**config.mk**
```make
export PLATFORM = sky130hd
export DESIGN_NAME = tcw_ctrl
export DESIGN_NICKNAME = d
export VERILOG_FILES = /design/src/rtl/core/tcw_pkg.sv /design/src/rtl/core/tcw_ctrl.sv
export SDC_FILE = /design/constraint.sdc
export NUM_CORES = 1
export LEC_CHECK = 0
export BUFFER_PORTS_ARGS = -buffer_cell sky130_fd_sc_hd__buf_2
export CORE_UTILIZATION = 35
export DETAILED_ROUTE_END_ITERATION = 10
export PLACE_DENSITY_LB_ADDON = 0.12
export SYNTH_ARGS = -nofsm -noshare
export SYNTH_HDL_FRONTEND = slang
export SYNTH_SLANG_ARGS = --single-unit
```
**constraint.sdc**
```tcl
create_clock -name clk_i -period 4.9 [get_ports clk_i]
set_input_delay 0.49 -clock clk_i [delete_from_list [all_inputs] [get_ports clk_i]]
set_output_delay 0.49 -clock clk_i [all_outputs]
set_load 0.05 [all_outputs]
```
**src/rtl/core/tcw_pkg.sv**
```systemverilog
// ----------------------------------------------------------------------------
// Text console cursor writer: package
// Default geometry, op codes, item types and controller/datapath signals.
// ----------------------------------------------------------------------------
`timescale 1ns / 1ps

package tcw_pkg;

  localparam int TcwRows    = 25;
  localparam int TcwCols    = 80;
  localparam int TcwScreens = 8;

  localparam logic [7:0]  NewlineCode = 8'd10;
  localparam logic [15:0] ClearValue  = 16'h0000;

  typedef enum logic [2:0] {
    OP_CHAR = 3'd0,
    OP_EOT  = 3'd1,
    OP_UP   = 3'd2,
    OP_DOWN = 3'd3,
    OP_READ = 3'd4
  } op_e;

  typedef struct packed {
    logic [2:0] op;
    logic [7:0] char_code;
    logic [7:0] color;
    logic       end_of_text;
    logic [4:0] read_row;
    logic [6:0] read_col;
  } in_item_t;

  typedef struct packed {
    logic [2:0] shown_screen;
    logic [2:0] cursor_screen;
    logic [4:0] cursor_row;
    logic [6:0] cursor_col;
    logic [7:0] cell_char;
    logic [7:0] cell_color;
  } out_item_t;

  // controller -> datapath
  typedef struct packed {
    logic load;       // capture input item
    logic wrap;       // apply line/screen wrap to cursor
    logic put;        // store character, advance column, end of text
    logic show;       // shown screen := cursor screen
    logic scr_up;
    logic scr_down;
    logic rd;         // issue cell read
    logic sweep;      // write one zero cell of the sweep
    logic sweep_all;  // sweep covers whole store, else cursor screen
    logic out_load;   // load result register
  } ctrl_cmd_t;

  // datapath -> controller
  typedef struct packed {
    logic [2:0] op;
    logic       need_clear;
    logic       all_last;
    logic       scr_last;
  } dp_status_t;

endpackage

```
**src/rtl/core/tcw_ctrl.sv**
```systemverilog
// ----------------------------------------------------------------------------
// Text console cursor writer: controller
// Sequences reset sweep, item execution, screen clears and result hand-off.
// ----------------------------------------------------------------------------
`timescale 1ns / 1ps

module tcw_ctrl import tcw_pkg::*; (
  input  logic       clk_i,
  input  logic       rst_ni,
  input  logic       in_valid_i,
  output logic       in_ready_o,
  output logic       out_valid_o,
  input  logic       out_ready_i,
  input  dp_status_t status_i,
  output ctrl_cmd_t  cmd_o
);

  typedef enum logic [5:0] {
    ST_SWEEP = 6'b000001,
    ST_IDLE  = 6'b000010,
    ST_EXEC  = 6'b000100,
    ST_WIPE  = 6'b001000,
    ST_PUT   = 6'b010000,
    ST_DONE  = 6'b100000
  } state_e;

  state_e    state_q, state_d;
  logic      out_valid_q, out_valid_d;
  ctrl_cmd_t cmd;

  always_comb begin
    state_d = state_q;
    cmd     = '0;
    case (state_q)
      ST_SWEEP: begin
        cmd.sweep     = 1'b1;
        cmd.sweep_all = 1'b1;
        if (status_i.all_last) state_d = ST_IDLE;
      end
      ST_IDLE: begin
        if (in_valid_i) begin
          cmd.load = 1'b1;
          state_d  = ST_EXEC;
        end
      end
      ST_EXEC: begin
        state_d = ST_DONE;
        case (status_i.op)
          OP_CHAR: begin
            cmd.wrap = 1'b1;
            state_d  = status_i.need_clear ? ST_WIPE : ST_PUT;
          end
          OP_EOT:  cmd.show     = 1'b1;
          OP_UP:   cmd.scr_up   = 1'b1;
          OP_DOWN: cmd.scr_down = 1'b1;
          OP_READ: cmd.rd       = 1'b1;
          default: ;
        endcase
      end
      ST_WIPE: begin
        cmd.sweep = 1'b1;
        if (status_i.scr_last) state_d = ST_PUT;
      end
      ST_PUT: begin
        cmd.put = 1'b1;
        state_d = ST_DONE;
      end
      ST_DONE: begin
        if (!out_valid_q || out_ready_i) begin
          cmd.out_load = 1'b1;
          state_d      = ST_IDLE;
        end
      end
      default: state_d = ST_SWEEP;
    endcase
  end

  always_comb begin
    if (cmd.out_load) begin
      out_valid_d = 1'b1;
    end else if (out_ready_i) begin
      out_valid_d = 1'b0;
    end else begin
      out_valid_d = out_valid_q;
    end
  end

  always_ff @(posedge clk_i or negedge rst_ni) begin
    if (!rst_ni) begin
      state_q     <= ST_SWEEP;
      out_valid_q <= 1'b0;
    end else begin
      state_q     <= state_d;
      out_valid_q <= out_valid_d;
    end
  end

  assign in_ready_o  = (state_q == ST_IDLE);
  assign out_valid_o = out_valid_q;
  assign cmd_o       = cmd;

endmodule

```
Yosys cells after proc, flatten, opt, wreduce, memory -nomap -nowiden
Index checks and enable logic that the tools add are counted.
{ "totals": {"reg_bits": 7, "out_inout_bits": 12, "wordCells": 45} }
{ "classes": {"eq_ne": 14, "mux": 23, "reduce_logical": 6} }
{ "op_table": {"columns": ["cell", "n"], "rows": [
  ["6-bit case mux with 6 select lines", 1],
  ["6-bit two-way mux", 5],
  ["1-bit two-way mux", 15],
  ["2-bit inequality test (second input constant)", 4],
  ["3-bit by 2-bit == test with 1-bit output (second input constant)", 2],
  ["6-bit by 1-bit == test with 1-bit output (second input constant)", 1],
  ["6-bit by 2-bit == test with 1-bit output (second input constant)", 1],
  ["6-bit by 3-bit == test with 1-bit output (second input constant)", 1],
  ["6-bit by 4-bit == test with 1-bit output (second input constant)", 1],
  ["6-bit by 5-bit == test with 1-bit output (second input constant)", 1],
  ["6-bit == test (second input constant)", 1],
  ["5-bit two-way mux", 1],
  ["4-bit two-way mux", 1],
  ["4-bit AND reduction", 1],
  ["3-bit by 1-bit == test with 1-bit output (second input constant)", 1],
  ["3-bit == test (second input constant)", 1],
  ["3-bit zero test", 1],
  ["2-bit nonzero test", 1],
  ["2-bit OR reduction", 1],
  ["1-bit zero test", 1],
  ["1-bit logical OR", 1]
]} }

Depth between registers and ports, before layout
Gate-level depths: netlist (run 1).
{ "depth": {"word_depth": 5, "depth_mapped": 5, "mapped_depth_nobuf": 4} }

Least setup slack after synthesis (run 1)
OpenSTA, ideal clock, no wires.
{ "synth_timing": {"path_type": "flip-flop to output port", "from": "reg state_q[1]", "to": "out cmd_o[5] in the netlist's numbering", "t_arrival_ns": 2.500, "t_required_ns": 4.410, "slack_ns": 1.910, "path_stages_with_launch": 4, "path_cell_list": "dfrtp_1 or4_4 or3_4 nor3b_1"} }
{ "synth_rtl": {"columns": ["item", "line_no", "source"], "rows": [
  ["start, declared", "tcw_ctrl.sv:27", "state_e state_q, state_d;"],
  ["start signal, assigned", "tcw_ctrl.sv:93", "state_q <= state_d;"],
  ["end, declared", "tcw_ctrl.sv:15", "output ctrl_cmd_t cmd_o"]
]} }

==> summary.md, run 1 <==
| Metric | Value |
|---|---|
| Worst vdd ir | 185.9 uV |
| Die footprint | 0.001566 mm2 |
| Setup crit end kind | output port |
| Post_cts resized | 0 |
| First-pass GRT wire length | 1524 um |
| FF-to-FF setup slack | 2.77 ns |
| Distinct cell type count after synthesis | 30 |
| Number of global-route vias before repair | 378 |
| Synth Instances | 52 |
| DR WL/cell | 11.52 um |
| Worst Hold Class | input pin to async pin |
| #FFs+latches synth | 7 |
| Pwr Density | 430.6 mW/mm2 |
| TritonRoute pass-1 iters | 3 |
| Fin crit share | 53.57% |
| Pin count of the biggest net entering global routing | 9 |
| Clk root buf | clkbuf_4 |
| Clock latency on the worst-skew pair | 0.25 ns |
| Fillers | 140 |
| Die H | 39.58 um |
| Final setup viols | 0 |
| Netlist Area Pre-Place | 494.2 um2 |
| Dpl ws | 2.555 ns |
| Slew HR | 78.58% |
| Status | completed |
| Final WS setup | 2.275 ns |
| DRC violation count after routing | 0 |
| Initial antenna violation count | 0 |
| Synth cell count leaders | dfrtp_1, nor2_1, or2b_2 |
| Area grow syn2layout | 27.85% |
| Core box area | 0.001301 mm2 |
| GP Congestion | 0.7137 |
| DP Wirelength | 828.9 um |
| Sum of negative setup slack | 0 ns |
| Ratio of cells with drive above 1 in the final layout | 44.00% |
| Syn_area_per_cell | 9.504 um2 |
| Number of synthesized flops with an enable pin | 0 |
| Top-count cell post-synth | dfrtp_1 |
| Total number of vias | 470 |
| Gr ovfl total | 0 |
| Max-slew violations | 0 |
| Clock-pin transition on the worst setup and hold timing paths | 0.05 ns |
| Largest area contributor in the synthesized netlist | dfrtp_1 |
| CP Class | flip-flop to output port |
| Synth top area cells | dfrtp_1, or2b_2, dfstp_2 |
| Final instance area | 631.9 um2 |
| Yosys warning total | 0 |
| Aggregate global-route resource usage | 14.98% |
| Die span in x | 39.58 um |
| Setup Fix Bufs, Post-CTS | 0 |
| Diodes inserted | 0 |
| Fin util | 48.56% |
| Placed inst area | 605.6 um2 |
| Unrepaired setup endpoints after global routing | no |
| Initial core utilization | 37.98% |
| CTS tree | built |
| Initial DRC count | 7 |
| Sequential share of the synthesized area | 35.70% |
| Endpoints failing hold | 0 |
| Total routed wirelength | 1037 um |
| Routed vias/inst | 5.222 |
| TritonCTS buffer count | 3 |
| Ys flop type | dfrtp_1 |
| Crit start category | flip-flop |
| Final nets | 86 |
| Syn Nets | 62 |
| Fin crit period | 2.625 ns |
| CP required | 4.41 ns |
| I/O pin cnt | 22 |
| Slew of the pin with the lowest slew margin | 0.3184 ns |
| Post-synth top area share | 30.38% |
| Arr. time, crit path | 2.14 ns |
| FFs w/ async S/R, synth | 100.0% |
| Worst Skew | 0.006958 ns |
| CP max FO | 7 |
| FP Rows | 13 |
| Fmax | 380.9 MHz |
| Max cap viols | 0 |
| Max H-tree Level | 1 |
| Lkg Pwr | 0.3239 nW |
| Hold-fix buffers at CTS | 0 |
| IO buf count | 21 |
| Worst hold slack | 0.06115 ns |
| Clock tree buffer depth | 2 |
| CTS sink cnt | 7 |
| Routed Antenna Nets | 0 |
-- layout by cell type (no fill, tap or decap), drive strengths merged, types with 2 or more instances in the layout --
| master | Yosys | layout |
|---|---|---|
| buf | 1 | 21 |
| dfrtp | 6 | 6 |
| nor2 | 5 | 5 |
| or2b | 4 | 4 |
| clkbuf | 1 | 4 |
| nor3 | 3 | 3 |
| or4 | 3 | 3 |
| nor4 | 2 | 2 |
| nor3b | 2 | 2 |
| and3 | 2 | 2 |
| and2 | 2 | 2 |
| o22ai | 2 | 2 |
| nor4b | 2 | 2 |
| o31a | 2 | 2 |
| or3 | 2 | 2 |
-- report_power, final --
group | leakage, nW | internal [W] | switching, W
logic | 0.216 | 0.0000451 | 0.0000918
clock network | 0.0150 | 0.0000311 | 0.0000209
registers | 0.0930 | 0.0000700 | 0.0000132
-- cells by family (layout without fill, tap and decap cells) --
family,Yosys count,count (layout),share of synthesized area [%]
AND/OR/NAND/NOR,32,32,44.05
AO/OA/AOI/OAI,9,9,15.19
flip-flops,7,7,35.70
buffers and inverters,3,26,3.290
XOR/XNOR,1,1,1.772
-- per-layer routing --
layer | part of all wire (%) | track usage (%)
met5 | 0 | 0
met4 | 0 | 0
met3 | 6.2 | 8.523
met2 | 43 | 22.54
met1 | 50 | 19.65
-- final timing paths --
kind / startpoint / end / cells after the start
worst max-delay path: state_q[1] / cmd_o[8] / 4
worst min register to register: state_q[5] / state_q[0] / 1
worst max register to register: state_q[1] / state_q[4] / 4
min in group clk_i: status_i[0] / state_q[3] / 2
max in group asynchronous: rst_ni / state_q[0] / 1
worst min-delay path: rst_ni / state_q[2] / 1
-- layout make-up --
cell class	count	area, um2	area share (%)
tap	15	18.77	2.970
inverter	1	3.754	0.5941
clock buffer	4	26.28	4.158
multi-input combinational	42	301.5	47.72
timing repair buffer	21	105.1	16.63
sequential	7	176.4	27.92
-- per-stage QoR --
step | power (W) | cells
after CTS | 0.0002743 | 90
after detailed placement | 0.0002213 | 86
final | 0.0002721 | 90
after floorplan | 0.0001912 | 52
after global routing | 0.0002873 | 90
after global placement | 0.0002208 | 86
-- registers in the layout, indices dropped and copies added, names as in the netlist --
| signal | flops |
|---|---|
| state_q | 6 |
| out_valid_o | 1 |
-- worst max-delay path: stages, from the launching register on --
cell and delay [ns]:
dfrtp_1 0.43, or4_4 0.55, or3_4 0.40, nor3_1 0.20, buf_2 0.31
Note: power is estimated with default switching activity, not from simulation.
==> run 2: changes to the inputs <==
clock period = 2.45 ns   (was 4.9 ns; I/O delays follow)
==> summary.md, run 2 (synthesized netlist as in run 1, its figures left out) <==
| Metric | Value |
|---|---|
| Initial DRC count | 5 (was 7) |
| Crit start category | flip-flop (unchanged) |
| Max cap viols | 0 (unchanged) |
| Part of the power in registers | 29.7% (was 30.6%) |
| FF-to-FF setup slack | 0.33 ns (was 2.77 ns) |
| Hold Path Depth | 2 |
| Clk root buf | clkbuf_4 (unchanged) |
| Sum of negative setup slack | 0 ns (unchanged) |
| TritonCTS buffer count | 3 (unchanged) |
| Inst Count DP | 86 (unchanged) |
| Final instance area | 661.9 um2 (was 631.9 um2) |
| RR Startpoint | state_q[1] (unchanged) |
| Routed Antenna Nets | 0 (unchanged) |
| Clock tree buffer depth | 2 (unchanged) |
| CP Class | flip-flop to output port (unchanged) |
| Die H | 39.58 um (unchanged) |
| Aggregate global-route resource usage | 20.38% (was 14.98%) |
| DRC violation count after routing | 0 (unchanged) |
| DR WL/cell | 13.38 um (was 11.52 um) |
| First-pass GRT wire length | 2049 um (was 1524 um) |
| Fin crit share | 96.34% |
| Leading cell type in the layout, fill and taps excluded | buf_2 (unchanged) |
| Most flop-heavy register | state_q (unchanged) |
| Crit path launch | state_q[1] (unchanged) |
| Commonest non-fill, non-tap cells in the layout | buf_2, dfrtp_1, or2b_2, nor2_1, clkbuf_4 (was buf_2, dfrtp_1, nor2_1) |
| Worst vdd ir | 299.9 uV (was 185.9 uV) |
| Fin crit period | 2.360 ns |
| DP Wirelength | 923.4 um (was 828.9 um) |
| Core box area | 0.001301 mm2 (unchanged) |
| Area grow syn2layout | 33.92% (was 27.85%) |
| Gr ovfl total | 0 (unchanged) |
| Largest register FFs | 6 (unchanged) |
| Number of global-route vias before repair | 443 (was 378) |
| Ratio of cells with drive above 1 in the final layout | 48.68% (was 44.00%) |
| Arr. time, crit path | 2.12 ns (was 2.14 ns) |
| Initial core utilization | 37.98% (unchanged) |
| Max-slew violations | 0 (unchanged) |
| Status | completed (unchanged) |
| Clock power frac | 19.4% (was 19.1%) |
| Fmax | 423.7 MHz |
| Routed vias/inst | 5.374 (was 5.222) |
| R2r endpoint | state_q[4] (unchanged) |
| Worst setup path end | cmd_o[8] (unchanged) |
| Die footprint | 0.001566 mm2 (unchanged) |
| Total routed wirelength | 1218 um (was 1037 um) |
| Clock latency on the worst-skew pair | 0.26 ns (was 0.25 ns) |
| R2R depth | 4 (unchanged) |
| Pwr Density | 845.3 mW/mm2 (was 430.6 mW/mm2) |
| Lkg Pwr | 0.3318 nW (was 0.3239 nW) |
| Slew HR | 78.55% (was 78.58%) |
| Endpoints failing hold | 0 (unchanged) |
| Worst hold slack | 0.1724 ns (was 0.06115 ns) |
| Diodes inserted | 0 (unchanged) |
| Total number of vias | 489 (was 470) |
| Setup crit end kind | output port (unchanged) |
| Max H-tree Level | 1 (unchanged) |
| Final setup viols | 0 (unchanged) |
| Initial antenna violation count | 0 (unchanged) |
| Clock-pin transition on the worst setup and hold timing paths | 0.06 ns (was 0.05 ns) |
| Worst Skew | 0.005983 ns (was 0.006958 ns) |
| Die span in x | 39.58 um (unchanged) |
| Internal power | 0.0002999 W (was 0.0001462 W) |
| Setup Fix Bufs, Post-CTS | 0 (unchanged) |
| P_sw | 0.0002596 W (was 0.0001259 W) |
| Non-filler cells, final | 91 (was 90) |
| IO buf count | 21 (unchanged) |
| Slew of the pin with the lowest slew margin | 0.3188 ns (was 0.3184 ns) |
| I/O pin cnt | 22 (unchanged) |
| FP Rows | 13 (unchanged) |
| Switch share | 46.40% (was 46.28%) |
| Pin count of the biggest net entering global routing | 9 (unchanged) |
| Placed inst area | 623.1 um2 (was 605.6 um2) |
| Combinational power share | 50.9% (was 50.3%) |
| Worst Hold Class | input pin to flip-flop (was input pin to async pin) |
| TritonRoute pass-1 iters | 3 (unchanged) |
| GP Congestion | 0.6977 (was 0.7137) |
| CP required | 2.20 ns (was 4.41 ns) |
| CTS sink cnt | 7 (unchanged) |
| Final nets | 87 (was 86) |
| Hold Crit Start | status_i[0] |
| CP max FO | 7 (unchanged) |
| Unrepaired setup endpoints after global routing | no (unchanged) |
| CTS tree | built (unchanged) |
-- run 2: worst min-delay path by stage --
stage / endpoint / slack (ns)
6_report: state_q[3] / 0.17
5_1_grt: state_q[3] / 0.18
4_1_cts: state_q[3] / 0.17
3_5_place_dp: state_q[2] / 0.08
3_3_place_gp: state_q[2] / 0.09
2_1_floorplan: out_valid_o / -0.05
-- run 2: metrics by stage --
stage	util (%)	worst slack, ns	total power [W]
after detailed placement	47.88	0.3408	0.0004461
after global placement	47.88	0.3602	0.0004455
after floorplan	-	0.06793	0.0003849
final	50.87	0.08961	0.0005595
after CTS	50.67	0.05850	0.0005607
after global routing	50.87	0.008077	0.0005955
-- run 2: per-layer routing --
metal | global-route usage (%) | part of all wire, % | vias up
li1 | - | - | 249
met1 | 27.92 | 46 | 224
met2 | 29.92 | 49 | 14
met3 | 5.682 | 4.8 | 2
met4 | 7.759 | 0.49 | 0
met5 | 0 | 0 | -
-- run 2: worst max-delay path: stages, from the launching register on --
cell and delay [ns]:
dfrtp_1 0.43, or4_4 0.54, or3_4 0.42, nor3_2 0.17, buf_2 0.30
-- run 2: repair_timing --
item                                    4_1_cts  5_1_grt
endpoints found under the hold margin         6        0
gates resized for setup                       0        1
hold buffers                                  1        0
endpoints found under the setup margin        0        1
-- run 2: cell type report --
cell class	count	area [um2]
clock buffer	4	26.28
timing repair buffer	22	117.6
fill	132	639.4
sequential	7	176.4
inverter	1	3.754
multi-input combinational	42	319.1
tap	15	18.77
-- run 2: power by group through the flow --
stage	sequential, W	clock [W]	combinational [W]
2_1_floorplan	0.000160	0	0.000225
3_3_place_gp	0.000168	0	0.000277
3_5_place_dp	0.000168	0	0.000278
4_1_cts	0.000166	0.000113	0.000282
5_1_grt	0.000170	0.000119	0.000307
6_report	0.000166	0.000109	0.000285
